$ cat src/s4rf_pkg.sv
`default_nettype none

package s4rf_pkg;

  // Request framing
  localparam int MAX_REQUEST = 4096;
  localparam int POS_W       = $clog2(MAX_REQUEST + 1);
  localparam int HEADER_LEN  = 8;

  // Permit table
  localparam int NUM_RULES   = 6;
  localparam int RULE_W      = 38;

  // Command codes
  localparam logic [7:0] CMD_CONNECT = 8'd1;
  localparam logic [7:0] CMD_BIND    = 8'd2;

  // Reply status codes
  localparam logic [7:0] REPLY_GRANT  = 8'd90;
  localparam logic [7:0] REPLY_REJECT = 8'd91;

  // Reply framing
  localparam int REPLY_BEATS = 8;
  localparam int BEAT_W      = $clog2(REPLY_BEATS);

  // Configuration register map
  localparam int              CFG_IDX_W     = 3;
  localparam int              CFG_DATA_W    = RULE_W;
  localparam logic [CFG_IDX_W-1:0] CFG_BIND_PORT = 3'd0;
  localparam int              CFG_RULE_BASE = 1;

  // One permit rule, packed as written through the configuration port
  typedef struct packed {
    logic        valid;
    logic        kind_bind;
    logic [3:0]  wild;
    logic [31:0] addr;
  } rule_t;

  // Everything needed to serialise one reply
  typedef struct packed {
    logic        granted;
    logic        is4a;
    logic        is_bind;
    logic [15:0] port;
    logic [31:0] addr;
  } reply_t;

endpackage

`default_nettype wire

$ cat src/s4rf_rule_match.sv
`default_nettype none

module s4rf_rule_match (
  input  wire s4rf_pkg::rule_t [s4rf_pkg::NUM_RULES-1:0] rules,
  input  wire logic [7:0]                                cmd,
  input  wire logic [31:0]                               addr,
  output logic                                           granted
);
  import s4rf_pkg::*;

  logic [NUM_RULES-1:0] hit;
  logic [NUM_RULES-1:0] live;

  // Compare every rule in parallel; any hit is also the first hit
  for (genvar i = 0; i < NUM_RULES; i++) begin : g_rule
    logic [3:0] oct_ok;
    logic [7:0] want;

    assign want = rules[i].kind_bind ? CMD_BIND : CMD_CONNECT;

    for (genvar j = 0; j < 4; j++) begin : g_oct
      assign oct_ok[j] = rules[i].wild[j] ||
                         (rules[i].addr[8*(3-j) +: 8] == addr[8*(3-j) +: 8]);
    end

    assign live[i] = rules[i].valid;
    assign hit[i]  = rules[i].valid && (cmd == want) && (&oct_ok);
  end

  // An empty table lets everything through
  assign granted = (|hit) || !(|live);

endmodule

`default_nettype wire

$ cat src/socks4a_request_filter.sv
// SOCKS4/4a request filter.
// Input channel (in_*): one request byte per beat, in_end_of_request on the
// last byte. Bytes are taken at one per cycle. Only a byte that ends a
// request can be held off, and only while the previous reply is still being
// sent and its last beat is not taken in the same cycle.
// Output channel (out_*): an eight-beat reply (0, 90/91, port, address) per
// CONNECT or BIND request of at least eight bytes, one beat per cycle while
// out_ready is high. The first beat is valid the cycle after the final
// request byte is accepted. Other commands and short requests give nothing.
// The rule check over all six rules is done in the same cycle as the final
// byte, so the reply register is the only stage between the two channels.
// Receiver stall: the current beat holds; request bytes keep flowing until
// the next request end arrives.
// Configuration (cfg_*): index 0 bind port, 1..6 permit rules; writes are
// always taken, higher indexes are dropped. Write only while idle.
// Reset (rst_n low, synchronous): request state, rules and bind port clear
// to zero, no reply is pending.
`default_nettype none

module socks4a_request_filter (
  input  wire logic                              clk,
  input  wire logic                              rst_n,
  // request bytes
  input  wire logic                              in_valid,
  output logic                                   in_ready,
  input  wire logic [7:0]                        in_req_byte,
  input  wire logic                              in_end_of_request,
  // reply bytes
  output logic                                   out_valid,
  input  wire logic                              out_ready,
  output logic [7:0]                             out_reply_byte,
  output logic                                   out_reply_final,
  output logic                                   out_granted,
  output logic                                   out_is_socks4a,
  output logic                                   out_is_bind,
  // configuration writes
  input  wire logic                              cfg_valid,
  output logic                                   cfg_ready,
  input  wire logic [s4rf_pkg::CFG_IDX_W-1:0]    cfg_index,
  input  wire logic [s4rf_pkg::CFG_DATA_W-1:0]   cfg_data
);
  import s4rf_pkg::*;

  // Configuration registers
  logic [15:0]                bind_port_r;
  rule_t [NUM_RULES-1:0]      rules_r;

  // Request state
  logic [POS_W-1:0]           pos_r,  pos_upd;
  logic [7:0]                 cmd_r,  cmd_upd;
  logic [15:0]                port_r, port_upd;
  logic [31:0]                addr_r, addr_upd;
  logic [1:0]                 nul_r,  nul_upd;

  // Reply register
  logic                       rep_valid_r, rep_valid_nxt;
  logic [BEAT_W-1:0]          beat_r,      beat_nxt;
  reply_t                     rep_r,       rep_nxt;

  logic                       in_take;
  logic                       out_take;
  logic                       out_last_take;
  logic                       reply_ok;
  logic                       granted;

  assign cfg_ready = 1'b1;

  // Write configuration registers
  always_ff @(posedge clk) begin
    if (!rst_n) begin
      bind_port_r <= '0;
    end else if (cfg_valid && cfg_index == CFG_BIND_PORT) begin
      bind_port_r <= cfg_data[15:0];
    end
  end

  for (genvar i = 0; i < NUM_RULES; i++) begin : g_rule_reg
    always_ff @(posedge clk) begin
      if (!rst_n) begin
        rules_r[i] <= '0;
      end else if (cfg_valid && cfg_index == CFG_IDX_W'(CFG_RULE_BASE + i)) begin
        rules_r[i] <= rule_t'(cfg_data);
      end
    end
  end

  // Fold the incoming byte into the request state
  always_comb begin
    pos_upd  = pos_r;
    cmd_upd  = cmd_r;
    port_upd = port_r;
    addr_upd = addr_r;
    nul_upd  = nul_r;
    if (pos_r < POS_W'(MAX_REQUEST)) begin
      if (pos_r == POS_W'(1)) begin
        cmd_upd = in_req_byte;
      end else if (pos_r == POS_W'(2)) begin
        port_upd[15:8] = in_req_byte;
      end else if (pos_r == POS_W'(3)) begin
        port_upd[7:0] = in_req_byte;
      end else if (pos_r >= POS_W'(4) && pos_r < POS_W'(HEADER_LEN)) begin
        case (pos_r[1:0])
          2'd0:    addr_upd[31:24] = in_req_byte;
          2'd1:    addr_upd[23:16] = in_req_byte;
          2'd2:    addr_upd[15:8]  = in_req_byte;
          default: addr_upd[7:0]   = in_req_byte;
        endcase
      end else if (pos_r >= POS_W'(HEADER_LEN) && in_req_byte == 8'd0 &&
                   nul_r < 2'd2) begin
        nul_upd = nul_r + 2'd1;
      end
      pos_upd = pos_r + POS_W'(1);
    end
  end

  s4rf_rule_match u_match (
    .rules   (rules_r),
    .cmd     (cmd_upd),
    .addr    (addr_upd),
    .granted (granted)
  );

  assign reply_ok = in_end_of_request && (pos_upd >= POS_W'(HEADER_LEN)) &&
                    (cmd_upd == CMD_CONNECT || cmd_upd == CMD_BIND);

  // Handshakes: only a request end waits for the reply register
  assign out_take      = rep_valid_r && out_ready;
  assign out_last_take = out_take && (beat_r == BEAT_W'(REPLY_BEATS - 1));
  assign in_ready      = !rep_valid_r || out_last_take || !in_end_of_request;
  assign in_take       = in_valid && in_ready;

  // Advance request state; clear it after the final byte
  always_ff @(posedge clk) begin
    if (!rst_n) begin
      pos_r  <= '0;
      cmd_r  <= '0;
      port_r <= '0;
      addr_r <= '0;
      nul_r  <= '0;
    end else if (in_take) begin
      if (in_end_of_request) begin
        pos_r  <= '0;
        cmd_r  <= '0;
        port_r <= '0;
        addr_r <= '0;
        nul_r  <= '0;
      end else begin
        pos_r  <= pos_upd;
        cmd_r  <= cmd_upd;
        port_r <= port_upd;
        addr_r <= addr_upd;
        nul_r  <= nul_upd;
      end
    end
  end

  // Load a new reply or step through the current one
  always_comb begin
    rep_valid_nxt = rep_valid_r;
    beat_nxt      = beat_r;
    rep_nxt       = rep_r;
    if (in_take && reply_ok) begin
      rep_valid_nxt   = 1'b1;
      beat_nxt        = '0;
      rep_nxt.granted = granted;
      rep_nxt.is4a    = (nul_upd == 2'd2);
      rep_nxt.is_bind = (cmd_upd == CMD_BIND);
      rep_nxt.port    = (cmd_upd == CMD_BIND) ? bind_port_r : port_upd;
      rep_nxt.addr    = (cmd_upd == CMD_BIND) ? 32'd0 : addr_upd;
    end else if (out_last_take) begin
      rep_valid_nxt = 1'b0;
    end else if (out_take) begin
      beat_nxt = beat_r + BEAT_W'(1);
    end
  end

  always_ff @(posedge clk) begin
    if (!rst_n) begin
      rep_valid_r <= 1'b0;
      beat_r      <= '0;
    end else begin
      rep_valid_r <= rep_valid_nxt;
      beat_r      <= beat_nxt;
    end
  end

  always_ff @(posedge clk) begin
    rep_r <= rep_nxt;
  end

  // Select the byte for the current beat
  always_comb begin
    case (beat_r)
      3'd0:    out_reply_byte = 8'd0;
      3'd1:    out_reply_byte = rep_r.granted ? REPLY_GRANT : REPLY_REJECT;
      3'd2:    out_reply_byte = rep_r.port[15:8];
      3'd3:    out_reply_byte = rep_r.port[7:0];
      3'd4:    out_reply_byte = rep_r.addr[31:24];
      3'd5:    out_reply_byte = rep_r.addr[23:16];
      3'd6:    out_reply_byte = rep_r.addr[15:8];
      default: out_reply_byte = rep_r.addr[7:0];
    endcase
  end

  assign out_valid       = rep_valid_r;
  assign out_reply_final = (beat_r == BEAT_W'(REPLY_BEATS - 1));
  assign out_granted     = rep_r.granted;
  assign out_is_socks4a  = rep_r.is4a;
  assign out_is_bind     = rep_r.is_bind;

endmodule

`default_nettype wire

$ cat config.mk
export PLATFORM = sky130hd
export DESIGN_NAME = socks4a_request_filter
export DESIGN_NICKNAME = d
export VERILOG_FILES = /design/src/s4rf_pkg.sv /design/src/s4rf_rule_match.sv /design/src/socks4a_request_filter.sv
export SDC_FILE = /design/constraint.sdc
export NUM_CORES = 1
export LEC_CHECK = 0
export ABC_AREA = 0
export BUFFER_PORTS_ARGS = -buffer_cell sky130_fd_sc_hd__buf_2
export CAP_MARGIN = 30
export CORE_ASPECT_RATIO = 2
export CORE_MARGIN = 2
export CORE_UTILIZATION = 40
export CTS_CLUSTER_SIZE = 25
export DETAILED_ROUTE_END_ITERATION = 7
export REMOVE_ABC_BUFFERS = 1
export SYNTH_ARGS = -nofsm -noshare
export SYNTH_HDL_FRONTEND = slang
export SYNTH_SLANG_ARGS = --single-unit
$ cat constraint.sdc
create_clock -name clk -period 17.6 [get_ports clk]
set_input_delay 3.52 -clock clk [delete_from_list [all_inputs] [get_ports clk]]
set_output_delay 3.52 -clock clk [all_outputs]
set_load 0.005 [all_outputs]
# Word-level counts from Yosys, hierarchy flattened
# Index checks and enable logic that the tools add are counted.
op_classes:
  eq_ne: 51
  n_div: 0
  n_reduce_logical: 75
  n_mux: 39
  bitwise_logic: 2
  n_mul: 0
  n_lt_le_gt_ge: 6
  n_addsub: 3
  n_shift: 0
ops:
  columns: ["operator", "count"]
  rows:
  - ["8-bit == test", 30]
  - ["32-bit two-way mux", 6]
  - ["8-bit two-way mux", 10]
  - ["16-bit two-way mux", 4]
  - ["8-bit one-hot mux with 7 select lines", 1]
  - ["1-bit logical AND", 28]
  - ["1-bit logical OR", 28]
  - ["13-bit by 2-bit == test with 1-bit output, second input constant", 2]
  - ["13-bit by 4-bit >= comparator with 1-bit output, second input constant", 2]
  - ["13-bit two-way mux", 2]
  - ["2-bit two-way mux", 13]
  - ["4-bit AND reduction", 6]
  - ["3-bit == test, second input constant", 7]
  - ["13-bit by 1-bit adder with 13-bit output, second input constant", 1]
  - ["13-bit by 1-bit == test with 1-bit output, second input constant", 1]
  - ["13-bit by 3-bit >= comparator with 1-bit output, second input constant", 1]
  - ["13-bit < comparator, second input constant", 1]
  - ["13-bit by 4-bit < comparator with 1-bit output, second input constant", 1]
  - ["3-bit by 2-bit == test with 1-bit output, second input constant", 4]
  - ["6-bit OR reduction", 2]
  - ["8-bit by 1-bit == test with 1-bit output, second input constant", 1]
  - ["8-bit by 2-bit == test with 1-bit output, second input constant", 1]
  - ["8-bit logical NOT", 1]
  - ["3-bit by 1-bit == test with 1-bit output, second input constant", 2]
  - ["other kinds (14)", 21]
word_totals:
  ram_bits: 0
  reg_bits: 370
  inputBits: 55
  elab_cells: 213
  memories: 0
  output_inout_bits: 15
  romBits: 0
  latch_bits: 0

# Longest topological paths before layout
depth:
  ltp_word: 14
  ltp_mapped: 13

# By module
# A second synthesis with hierarchy kept.
unflattened:
  cells_unflattened: 2049
  area_unflattened_um2: 17355.4
by_module_without_submodules:
  columns: ["module", "area_each_um2", "n_inst", "seq_area_each_um2", "cells_per_inst"]
  rows:
  - ["socks4a_request_filter", 14711.6, 1, 7917.6, 1711]
  - ["s4rf_rule_match", 2643.8, 1, 0.0, 338]

# Worst setup path before layout
# OpenSTA, ideal clock, no wires.
synth_path:
  kind: "input -> register"
  startpoint: "input in_req_byte[3]"
  endpoint: "register beat_r[2]"
  arrival_ps: 8139
  path_stages: 9
  required_ps: 17468
  setup_slack_ps: 9330
  n_path_buf: 1
  cell_sequence: "clkbuf_1 -> nor4_1 -> nand3_1 -> o21ai_1 -> inv_1 -> or4_1 -> a41oi_1 -> nand2b_1 -> a211oi_1"
synth_via:
  elab_chain_len: 7
synth_rtl:
  columns: ["item", "line_no", "text"]
  rows:
  - ["start: declaration", "socks4a_request_filter.sv:26", "input wire logic [7:0] in_req_byte,"]
  - ["8-bit two-way mux *", "socks4a_request_filter.sv:95", "if (pos_r == POS_W'(1)) begin"]
  - ["8-bit two-way mux *", "socks4a_request_filter.sv:94", "if (pos_r < POS_W'(MAX_REQUEST)) begin"]
  - ["8-bit by 1-bit == test with 1-bit output / 8-bit by 2-bit == test with 1-bit output (equally long branches)", "socks4a_request_filter.sv:124", "(cmd_upd == CMD_CONNECT || cmd_upd == CMD_BIND);"]
  - ["1-bit logical OR *", "socks4a_request_filter.sv:124", null]
  - ["1-bit logical AND *", "socks4a_request_filter.sv:123", "assign reply_ok = in_end_of_request && (pos_upd >= POS_W'(HEADER_LEN)) &&"]
  - ["1-bit logical AND *", "socks4a_request_filter.sv:162", "if (in_take && reply_ok) begin"]
  - ["2-bit OR reduction (no source line) *", null, null]
  - ["end signal: assignment", "socks4a_request_filter.sv:183", "beat_r <= beat_nxt;"]
  - ["end: declaration", "socks4a_request_filter.sv:57", "logic [BEAT_W-1:0] beat_r, beat_nxt;"]
# Mark *: on every way between the ends. The rest lies on a longest branch, timed or not.
# A chain may end at the register's enable or synchronous reset.

# Worst setup path after layout
layout_path:
  startpoint: "input in_end_of_request"
  endpoint: "output in_ready"
layout_via:
  elab_chain_len: 2
layout_rtl:
  columns: ["item", "line_no", "text"]
  rows:
  - ["start: declaration", "socks4a_request_filter.sv:27", "input wire logic in_end_of_request,"]
  - ["1-bit logical NOT", "socks4a_request_filter.sv:129", "assign in_ready = !rep_valid_r || out_last_take || !in_end_of_request;"]
  - ["1-bit logical OR", "socks4a_request_filter.sv:129", null]
  - ["end: declaration", "socks4a_request_filter.sv:25", "output logic in_ready,"]
# No other way between the ends.

==> summary.md <==
| Metric | Value |
|---|---|
| Status | `finished, final reports clean` |
| Synth Area in Compound Gates | `22.8%` |
| I/O Pins | `70` |
| Clock transition at path regs | `0.06 ns` |
| Post-synth EDFFs | `51` |
| # rows | `113` |
| VDD IR-drop max | `0.0576 mV` |
| Post-CTS resize count | `0` |
| Cts bufs inserted | `36` |
| Crit path arrival time | `4.32 ns` |
| Largest family of logic cells by synthesized area | `compound AO/OA/AOI/OAI gates` |
| Crit Path Category | `primary input to output port` |
| DR DRC count | `0` |
| GRT Total Usage | `29.9%` |
| Instance count of the mapped netlist | `about 2300` |
| Register Area | `7920 um2` |
| Highest Clock Rate | `between 100 and 150 MHz` |
| Layout fillers | `4823` |
| First-pass GRT wire length | `approximately 110 mm` |
| Final GP Congestion | `slightly below 1` |
| Worst EP required | `14.08 ns` |
| Mux contribution to synthesized area | `~2.5%` |
| # diodes | `0` |
| Mapped Area | `19200 um2` |
| Die Height | `314 um` |
| Yosys warns | `0` |
| Seq cells post-synth | `370` |
| Vias/cell | `6.03` |
| Post-synth top area cell | `dfxtp_1` |
| GRT overflow | `0` |
| CTS tree | `built` |
| Share of the synthesized area in the top cell type | `33.2%` |
| Synth top area cells | `dfxtp_1, nand2_1, a21boi_0` |
| Critical Path End Type | `output port` |
| # Post-CTS Setup Buffers | `0` |
| CP startpoint kind | `primary input` |
| First-pass iteration count of the detailed router | `8` |
| Die width | `159 um` |
| Finished Cell Area | `approximately 21000 um2` |
| Power per Cell Area | `about 87 nW/um2` |
| Post-synthesis sequential area ratio | `41.2%` |
| Synth async-reset ratio | `0%` |
| Footprint of the multi-input gates | `10400 um2` |
| Root buffer cell | `clkbuf_16` |
| Fin crit period | `7.84 ns` |
| Placed cell area | `20100 um2` |
| Routed wire length | `~76 mm` |
| Die area | `49900 um2` |
| Simple logic cell fraction of the synthesized area | `21.5%` |
| Nets | `2361` |
| Setup violations, final | `0` |
| Max-slew violations | `0` |
| Port Buffers | `68` |
| Total power | `~1800 uW` |
| Static Leak | `0.00721 uW` |
| H-tree Lvls | `2` |
| Starting density of the core | `40.4%` |
| Least-Margin Pin Slew | `0.973 ns` |
| Post-synthesis xor/xnor area fraction | `6.20%` |
| Synth Area in Adders | `0.782%` |
| P&R area growth vs syn | `10.8%` |
| Crit Path Max Fanout | `32` |
| Hold Vio Cnt, Final | `0` |
| HPWL after detailed placement | `53.7 mm` |
| Sink Count | `between 300 and 400` |
| Post-DRT Antenna Nets | `0` |
| Cell variety after synth | `between 70 and 80` |
| Share of post-route cells with drive strength above 1 | `8.71%` |
| Post-route setup TNS | `0 ns` |
| Vias | `17800` |
| WL per Instance | `approximately 26 um` |
| Largest net degree at the start of global routing | `112` |
| DR iter-0 viols | `1807` |
| Tcrit/Tclk final | `44.6%` |
| Clk_lat worst skew | `0.55 ns` |
| Main synth FF type | `dfxtp_1` |
| Clock buffer depth | `3` |
| Initial antenna violation count | `1` |
| Worst min-delay path class | `flop to flop` |
| Max Cap Viol | `0` |
| Synthesized area per cell | `roughly 8.3 um2` |
| Number of global-route vias before repair | `17400` |
| Slew headroom | `about 33%` |
| Clock Skews | `0.0196 ns` |
| Unrepaired setup endpoints after global routing | `no` |
| Core Area | `47500 um2` |
| Cts hold-fix bufs | `0` |
-- placed cells by master, fill, tap and decap left out, drive strengths merged, types with 33 or more instances in the layout --
cell / Yosys / final
o21ai: 64 / 64
edfxtp: 51 / 51
inv: 66 / 66
xnor2: 57 / 57
nand2: 555 / 555
nor2: 102 / 102
a21boi: 248 / 248
nor4: 33 / 33
buf: 38 / 108
a21oi: 43 / 43
mux2i: 42 / 42
xor2: 79 / 79
clkbuf: 128 / 48
nor2b: 66 / 66
dfxtp: 319 / 319
a22oi: 63 / 63
o22ai: 51 / 51
-- Yosys cell counts (all sizes together), types with 5 or more instances --
master	n
nand2	555
dfxtp	319
a21boi	248
clkbuf	128
nor2	102
xor2	79
inv	66
nor2b	66
o21ai	64
a22oi	63
xnor2	57
edfxtp	51
o22ai	51
a21oi	43
mux2i	42
buf	38
nor4	33
nand3	30
nand4	28
a222oi	27
nor3	27
a31oi	26
and2	23
a221oi	14
ha	12
nand2b	11
a2111oi	9
a41oi	9
o221ai	9
and4	7
o31ai	7
a22o	6
a211oi	5
nor4b	5
o2111ai	5
or4	5
-- cells by family after synthesis --
| group | after synthesis |
|---|---|
| compound gates | 607 |
| xor+xnor | 136 |
| fa+ha+maj | 12 |
| buf+inv | 234 |
| flops | 370 |
| mux | 44 |
| other cells | 1 |
| simple gates | 910 |
-- report_power, final --
part	switching (uW)	internal, uW
clock	350	463
sequential	13.7	866
combinational	104	46.7
total	468	1380
-- layer usage --
layer	vias to the layer above	routed length [um]	GRT usage [%]	part of all wire, %
met4	2	6590	22.5	8.6
li1	8057	-	-	-
met3	303	4000	3.81	5.2
met2	834	38900	55.0	51
met1	8602	26700	30.9	35
met5	-	13	0	0.017
-- critical path: stages --
cell	delay [ns]
buf_2	0.08
buf_4	0.35
nand2_1	0.17
buf_2	0.17
-- worst paths after layout --
kind	from	to	slack (ns)	depth (start not counted)
worst max-delay path	in_end_of_request	in_ready	9.76	4
worst max register to register	pos_r[2]$_SDFFE_PN0P_	out_granted$_DFFE_PP_	12.82	10
worst min-delay path	bind_port_r[9]$_SDFFE_PN0P_	bind_port_r[9]$_SDFFE_PN0P_	0.47	2
worst min register to register	bind_port_r[9]$_SDFFE_PN0P_	bind_port_r[9]$_SDFFE_PN0P_	0.47	2
-- registers in the layout, summed over array words and instances, names as in the netlist --
| name | cells |
|---|---|
| out_is_bind | 1 |
| rules_r | 228 |
| rep_r | 48 |
| cmd_r | 8 |
| pos_r | 13 |
| beat_r | 3 |
| nul_r | 2 |
| port_r | 16 |
| out_granted | 1 |
| out_is_socks4a | 1 |
| bind_port_r | 16 |
| out_valid | 1 |
| addr_r | 32 |
-- area by class of cell --
class                           instances  share of cell area [%]
Multi-Input combinational cell       1710                    49.1
Clock inverter                         16                   0.882
Clock buffer                           48                    4.73
Tap cell                              632                    3.72
Inverter                               68                    1.20
Timing Repair Buffer                  108                    3.16
Sequential cell                       370                    37.2
-- through the flow --
stage                     setup WS [ns]  hold slack [ns]  utilization, %  cells
after floorplan                    9.59            0.440               -   2148
after global placement             9.79            0.456            42.2   2885
after detailed placement           9.76            0.460            42.3   2888
after CTS                          9.76            0.470            44.8   2952
after global routing               9.73            0.490            44.8   2952
final                              9.76            0.470            44.8   2952
(Power assumes the default switching activity.)
